`config.mk`:
```
export PLATFORM = sky130hd
export DESIGN_NAME = de_divider
export DESIGN_NICKNAME = d
export VERILOG_FILES = /design/src/rtl/core/de_pkg.sv /design/src/rtl/core/de_divider.sv
export SDC_FILE = /design/constraint.sdc
export NUM_CORES = 1
export LEC_CHECK = 0
export BUFFER_PORTS_ARGS = -buffer_cell sky130_fd_sc_hd__buf_2
export CORE_MARGIN = 10
export CORE_UTILIZATION = 55
export DETAILED_ROUTE_END_ITERATION = 16
export MAX_ROUTING_LAYER = met4
export PLACE_DENSITY_LB_ADDON = 0.1
export SKIP_LAST_GASP = 1
export SYNTH_ARGS = -nofsm -noshare
export SYNTH_HDL_FRONTEND = slang
export SYNTH_SLANG_ARGS = --single-unit
```
`constraint.sdc`:
```
create_clock -name clock -period 2.4 [get_ports clock]
set_input_delay 0.48 -clock clock [delete_from_list [all_inputs] [get_ports clock]]
set_output_delay 0.48 -clock clock [all_outputs]
set_load 0.02 [all_outputs]
```
`src/rtl/core/de_pkg.sv`:
```
// Package with shared constants and types for the divisor enumerator.
package de_pkg;
   localparam int TableSize = 1024;
   localparam int AddrW = $clog2(TableSize);
   localparam int ValW = 10;
   localparam int PosW = 5;
   localparam int TotW = 6;
   localparam int MaxOut = 32;
   localparam int MaxPrimes = 16;
   localparam int PrimeIdxW = $clog2(MaxPrimes);
   // Wide enough for the largest exponent of any value below the table size, plus one.
   localparam int ExpW = $clog2(AddrW);

   typedef struct packed {
      logic [ValW-1:0] divisor;
      logic [PosW-1:0] position;
      logic [TotW-1:0] total;
      logic            is_last;
   } rsp_type;
endpackage

```
`src/rtl/core/de_divider.sv`:
```
// Shared restoring divider, one quotient bit per cycle.
module de_divider import de_pkg::*; (
   input  logic            clock,
   input  logic            reset,
   input  logic            start,
   input  logic [AddrW-1:0] dividend,
   input  logic [AddrW-1:0] divisor,
   output logic            done,
   output logic [AddrW-1:0] quotient
);
   localparam int CntW = $clog2(AddrW + 1);
   logic [AddrW-1:0] quo_ff, quo_in;
   logic [AddrW:0]   rem_ff, rem_in;
   logic [AddrW-1:0] dsr_ff, dsr_in;
   logic [CntW-1:0]  cnt_ff, cnt_in;
   logic             busy_ff, busy_in;
   logic             done_ff, done_in;
   logic [AddrW:0]   trial;

   always_comb begin
      quo_in = quo_ff;
      rem_in = rem_ff;
      dsr_in = dsr_ff;
      cnt_in = cnt_ff;
      busy_in = busy_ff;
      done_in = 1'b0;
      trial = {rem_ff[AddrW-1:0], quo_ff[AddrW-1]};
      if (start) begin
         quo_in = dividend;
         rem_in = '0;
         dsr_in = divisor;
         cnt_in = CntW'(AddrW);
         busy_in = 1'b1;
      end else if (busy_ff) begin
         quo_in = {quo_ff[AddrW-2:0], 1'b0};
         if (trial >= {1'b0, dsr_ff}) begin
            rem_in = trial - {1'b0, dsr_ff};
            quo_in[0] = 1'b1;
         end else begin
            rem_in = trial;
         end
         cnt_in = cnt_ff - CntW'(1);
         if (cnt_ff == CntW'(1)) begin
            busy_in = 1'b0;
            done_in = 1'b1;
         end
      end
   end

   always_ff @(posedge clock) begin
      if (reset) begin
         busy_ff <= 1'b0;
         done_ff <= 1'b0;
         cnt_ff <= '0;
      end else begin
         busy_ff <= busy_in;
         done_ff <= done_in;
         cnt_ff <= cnt_in;
      end
      quo_ff <= quo_in;
      rem_ff <= rem_in;
      dsr_ff <= dsr_in;
   end

   assign done = done_ff;
   assign quotient = quo_ff;
endmodule

```
Yosys cells after proc, flatten, opt, wreduce, memory -nomap -nowiden
Index checks and enable logic that the tools add are counted.
Widths: inputs -> output; s select.
{ "op_classes": {"n_addsub": 2, "order_cmp": 1, "eq_ne": 1, "n_mux": 10, "n_bitwise": 1, "n_reduce_logical": 3} }
{ "ops": {"columns": ["operator", "n"], "rows": [
  ["$mux 10", 3],
  ["$ge 11x10->1", 1],
  ["$sub 10x10->10", 1],
  ["$mux 4", 2],
  ["$mux 1", 5],
  ["$eq 4x1->1 const B", 1],
  ["$sub 4x1->4 const B", 1],
  ["$reduce_or 3->1", 1],
  ["$reduce_bool 2->1", 1],
  ["$reduce_or 2->1", 1],
  ["$not 1->1", 1]
]} }
{ "word_totals": {"ff_bits": 36, "out_inout_bits": 11} }

Longest topological paths before layout
{ "logic_depth": {"ltp_word": 4, "ltp_mapped": 10, "mapped_depth_nobuf": 10} }

Worst setup path before layout
Ideal clock, no wire load.
{ "synth_timing": {"kind": "register to register", "from": "register quo_ff[9] (netlist: quotient[9])", "to": "register rem_ff[8]", "t_arrival_ns": 2.038, "required_time_ns": 2.278, "slack_ns": 0.240, "stages_incl_launch_ff": 11, "period_less_slack_ns": 2.160, "cell_sequence": "edfxtp_1 inv_1 ha_1 inv_1 fa_1 a211oi_1 nor2_1 o22ai_1 xor2_1 nand3_1 o311a_1"} }
{ "synth_between": {"elab_chain_len": 2, "elab_cells_between_ends": 3, "cone_classes": "add/sub: 1; order compare: 1; mux: 1"} }
{ "synth_lines": {"columns": ["item", "line_no", "source"], "rows": [
  ["from (decl)", "de_divider.sv:12", "logic [AddrW-1:0] quo_ff, quo_in;"],
  ["from (signal assigned)", "de_divider.sv:60", "quo_ff <= quo_in;"],
  ["$sub 10x10->10 or $ge 11x10->1 (tied branches)", "de_divider.sv:37, de_divider.sv:36", null],
  ["$mux 10 *", "de_divider.sv:36", "if (trial >= {1'b0, dsr_ff}) begin"],
  ["to (signal assigned)", "de_divider.sv:61", "rem_ff <= rem_in;"],
  ["to (decl)", "de_divider.sv:13", "logic [AddrW:0] rem_ff, rem_in;"]
]} }
Every way passes the cells marked *; elsewhere a longest branch is shown, timed or not.
A chain may end at the register's enable or synchronous reset.

Worst setup path after layout
{ "layout_timing": {"from": "register dsr_ff[8]", "to": "register quo_ff[0] (netlist: quotient[0]) (data pin)"} }
{ "layout_between": {"elab_chain_len": 4} }
{ "layout_lines": {"columns": ["item", "line_no", "source"], "rows": [
  ["from (decl)", "de_divider.sv:14", "logic [AddrW-1:0] dsr_ff, dsr_in;"],
  ["from (signal assigned)", "de_divider.sv:62", "dsr_ff <= dsr_in;"],
  ["$ge 11x10->1", "de_divider.sv:36", null],
  ["$mux 1", "de_divider.sv:36", null],
  ["$mux 10", "de_divider.sv:34", "end else if (busy_ff) begin"],
  ["$mux 10", "de_divider.sv:28", "if (start) begin"],
  ["net quo_in[0]", "de_divider.sv:12", null]
]} }
The timed path passes the listed nets, and every way through them passes these cells. The select of a mux whose other input is x is not followed.

==> impl_metrics.toml <==
[route]
totalWireLength_um = 3903
ant_nets = 0
viasPerCell = 5.354
drt_iter0_markers = 105
vias = 1392
routedWlPerCell_um = 15.01
dr.pass1.iters = 4
drc = 0

[logic_synthesis]
synth_seq_cells = 36
synth_compound_area_share_pct = 14.07
syn_area_sq_um = 1921
synth.area.mux_share_pct = 7.948
synth-simple-area-share_pct = 11.92
netlist_instances = 177
synth-xor-area-share_pct = 4.560
yosys-top-cells-count = "edfxtp_1 (20), dfxtp_1 (16), inv_1 (15), nor2_1 (15), ha_1 (12)"
yosysWarnings = 0
synth_edf_count = 20
async_flop_share_pct = 0
synth_cell_types = 37
syn_area_per_cell_sq_um = 10.85
syn-num-nets = 213
ys_seq_area_share_pct = 47.95
synth_top_family_by_area = "compound AO/OA/AOI/OAI gates"
synth_most_common_cell = "edfxtp_1"
synthAdderAreaFrac_pct = 8.860
ys_top_cells_by_area = "edfxtp_1 (31%), dfxtp_1 (17%), ha_1 (7.8%), mux2_2 (5.9%), inv_1 (2.9%)"
synth_top_area_share_pct = 31.27
synth_top_cell_by_area = "edfxtp_1"
synth_flop_cell = "edfxtp_1"

[global_route]
track_usage_pct = 13.44
grt_pass1_wl_um = 6630
antenna_found_initial = 0
grt_max_degree = 26
grt-ovfl-total = 0
grt_pass1_vias = 1500

[timing]
slew_headroom_pct = 64.06
worstMarginPinSlew_ps = 535.8
clock_skew_ps = 5.400
finalHoldViolCount = 0
setup_viol = 0
finalCriticalPeriod_ps = 2270
post-route-period-util_pct = 94.59
max_freq_mhz = 440.5
maxSlewViolCount = 0
tns_ps = 0

[clocking]
clk_path_buf_depth = 2
post_cts_buffers = 0
clkTransAtPathRegs_ps = 100
cts-buffers-inserted = 5
cts_root_buf = "clkbuf_4"
cts-htree-levels = 2
cts_tree = "built"
cts.sinks = 36
clock_latency_ps = 330

[power]
peakVddDrop_v = 0.0004894
swShare_pct = 30.51
combPwrFrac_pct = 26.3
internal_power_mw = 1.020
p_sw_uw = 447.6
clock_power_share_pct = 22.8
seqPwrFrac_pct = 50.9
power_density_nw_per_um2 = 670.4
leakagePower_nw = 0.9656

[place]
io_buffers = 33
place_congestion = 0.8752
dp_hpwl_um = 2940

[final_layout]
final_core_util_pct = 65.07
drive_gt1_share_pct = 26.17
final_nets = 249
area_delta_synth_final_pct = 13.94
insertedDiodeCount = 0
fillerInstances = 296
multi_input_area_sq_um = 914.6
regArea_sq_um = 920.9

[job]
maxCapViolCount = 0

[critical_path]
ff2ff_path_depth = 6
r2r_end = "quotient[0]$_DFFE_PP_"
cp.required_ps = 2500
critPathMaxFanout = 12
slowest_stage = "a211oi_1"
worstSetupPathType = "reg2reg"
rr_startpoint = "dsr_ff[8]$_DFFE_PP_"
worstPathCellList = "inv_1 -> ha_1 -> a21o_1 -> a211oi_1 -> nand3_4 -> mux2_2"
ff2ff_setup_slack_ps = 130
critPathArrivalTime_ps = 2370
crit_path_start_kind = "flip-flop"
crit_path_end_kind = "flip-flop"
cpPeakStageDelay_ps = 490

[run_status]
status = "finished clean"

[min_path]
holdPathStages = 1
hold_class = "in2reg"
hold_start = "divisor[2]"
min_to = "dsr_ff[2]$_DFFE_PP_"

[die]
fp.coreArea_sq_um = 3363
fp-row-count = 21
die_h_um = 79.10
die_x_um = 79.10
io_pins = 34
initial_core_util_pct = 57.11
die_area_sq_um = 6256
## layout by cell type (no fill, tap or decap), types with 2 or more instances in the layout
cell      synthesis  final
buf_2             0     33
edfxtp_1         20     20
dfxtp_1          16     16
inv_1            15     15
nor2_1           15     15
ha_1             12     12
nand2_1          10     10
mux2_2           10     10
a211oi_1          7      6
a21oi_1           6      6
nand3_1           6      6
xor2_1            6      6
a21o_1            5      5
clkbuf_4          0      5
xnor2_1           4      4
nor3_1            4      4
o22ai_1           4      4
mux2i_1           4      4
nor2b_1           3      3
a31oi_1           3      3
o21bai_1          2      2
o21ai_0           2      2
nor4_1            2      2
o311a_1           2      2
buf_4             0      2
## worst max-delay path: cells and delay by family, from the launching register on
| family | cells | cell delay, ps |
|---|---|---|
| and+or+nand+nor | 1 | 300 |
| DFF | 1 | 340 |
| AOI/OAI and AO/OA | 2 | 670 |
| adders and majority gates | 1 | 340 |
| muxes | 1 | 340 |
| buffers and inverters | 1 | 40 |
## power by group through the flow
stage               logic (mW)  clock network, mW  registers [mW]
floorplan                0.270                  0           0.779
CTS                      0.385              0.343           0.746
global placement         0.370                  0           0.757
detailed placement       0.382                  0           0.760
global route             0.429              0.373           0.754
finish                   0.386              0.335           0.746
## cell families after synthesis
logic type | Yosys count
DFF | 36
xor gates and xnor gates | 10
muxes | 14
buffers and inverters | 21
and+or+nand+nor | 46
adders and majority gates | 13
AOI/OAI and AO/OA | 37
## metal layers
metal  GRT usage (%)  routed length [um]  part of all wire, %
met1           16.27                1806                   46
met2           20.72                1863                   48
met3           4.279                 184                  4.7
met4           4.480                  48                  1.2
met5               -                   0                    0
## how the worst max path moves through the flow
stage | start | end | slack, ps
finish | dsr_ff[8]$_DFFE_PP_ | quotient[0]$_DFFE_PP_ | 130
global route | dsr_ff[8]$_DFFE_PP_ | rem_ff[3]$_SDFFE_PP0P_ | -0.0004
CTS | dsr_ff[8]$_DFFE_PP_ | quotient[0]$_DFFE_PP_ | 140
detailed placement | dsr_ff[8]$_DFFE_PP_ | quotient[0]$_DFFE_PP_ | 150
global placement | dsr_ff[8]$_DFFE_PP_ | quotient[0]$_DFFE_PP_ | 250
floorplan | quotient[9]$_DFFE_PP_ | rem_ff[8]$_SDFFE_PP0P_ | 240
## flip-flops by register name, summed over array words and instances, names as in the netlist
signal and count:
done 1, cnt_ff 4, dsr_ff 10, busy_ff 1, rem_ff 10, quotient 10
## stage by stage
step | area (sq um) | hold WS, ps | total power [mW] | std cells | worst slack (ps)
finish | 2188 | 315.2 | 1.467 | 260 | 129.9
CTS | 2183 | 301.2 | 1.474 | 260 | 143.6
global route | 2188 | 279.2 | 1.556 | 260 | -0.0004441
global placement | 2125 | 493.4 | 1.127 | 252 | 248.8
floorplan | 1921 | 474.4 | 1.049 | 177 | 239.9
detailed placement | 2125 | 505.5 | 1.142 | 252 | 147.3
## area by class of cell
class,count,area share [%]
Multi-Input combinational cell,120,41.80
Sequential cell,36,42.08
Timing Repair Buffer,35,8.233
Clock buffer,7,2.516
Inverter,15,2.573
Clock inverter,1,0.1715
Tap cell,46,2.630
## timing repair
item,in CTS,in global routing
endpoints found under the setup margin,0,1
resized for setup,0,1
hold buffers,0,0
Note: power is estimated with default switching activity, not from simulation.
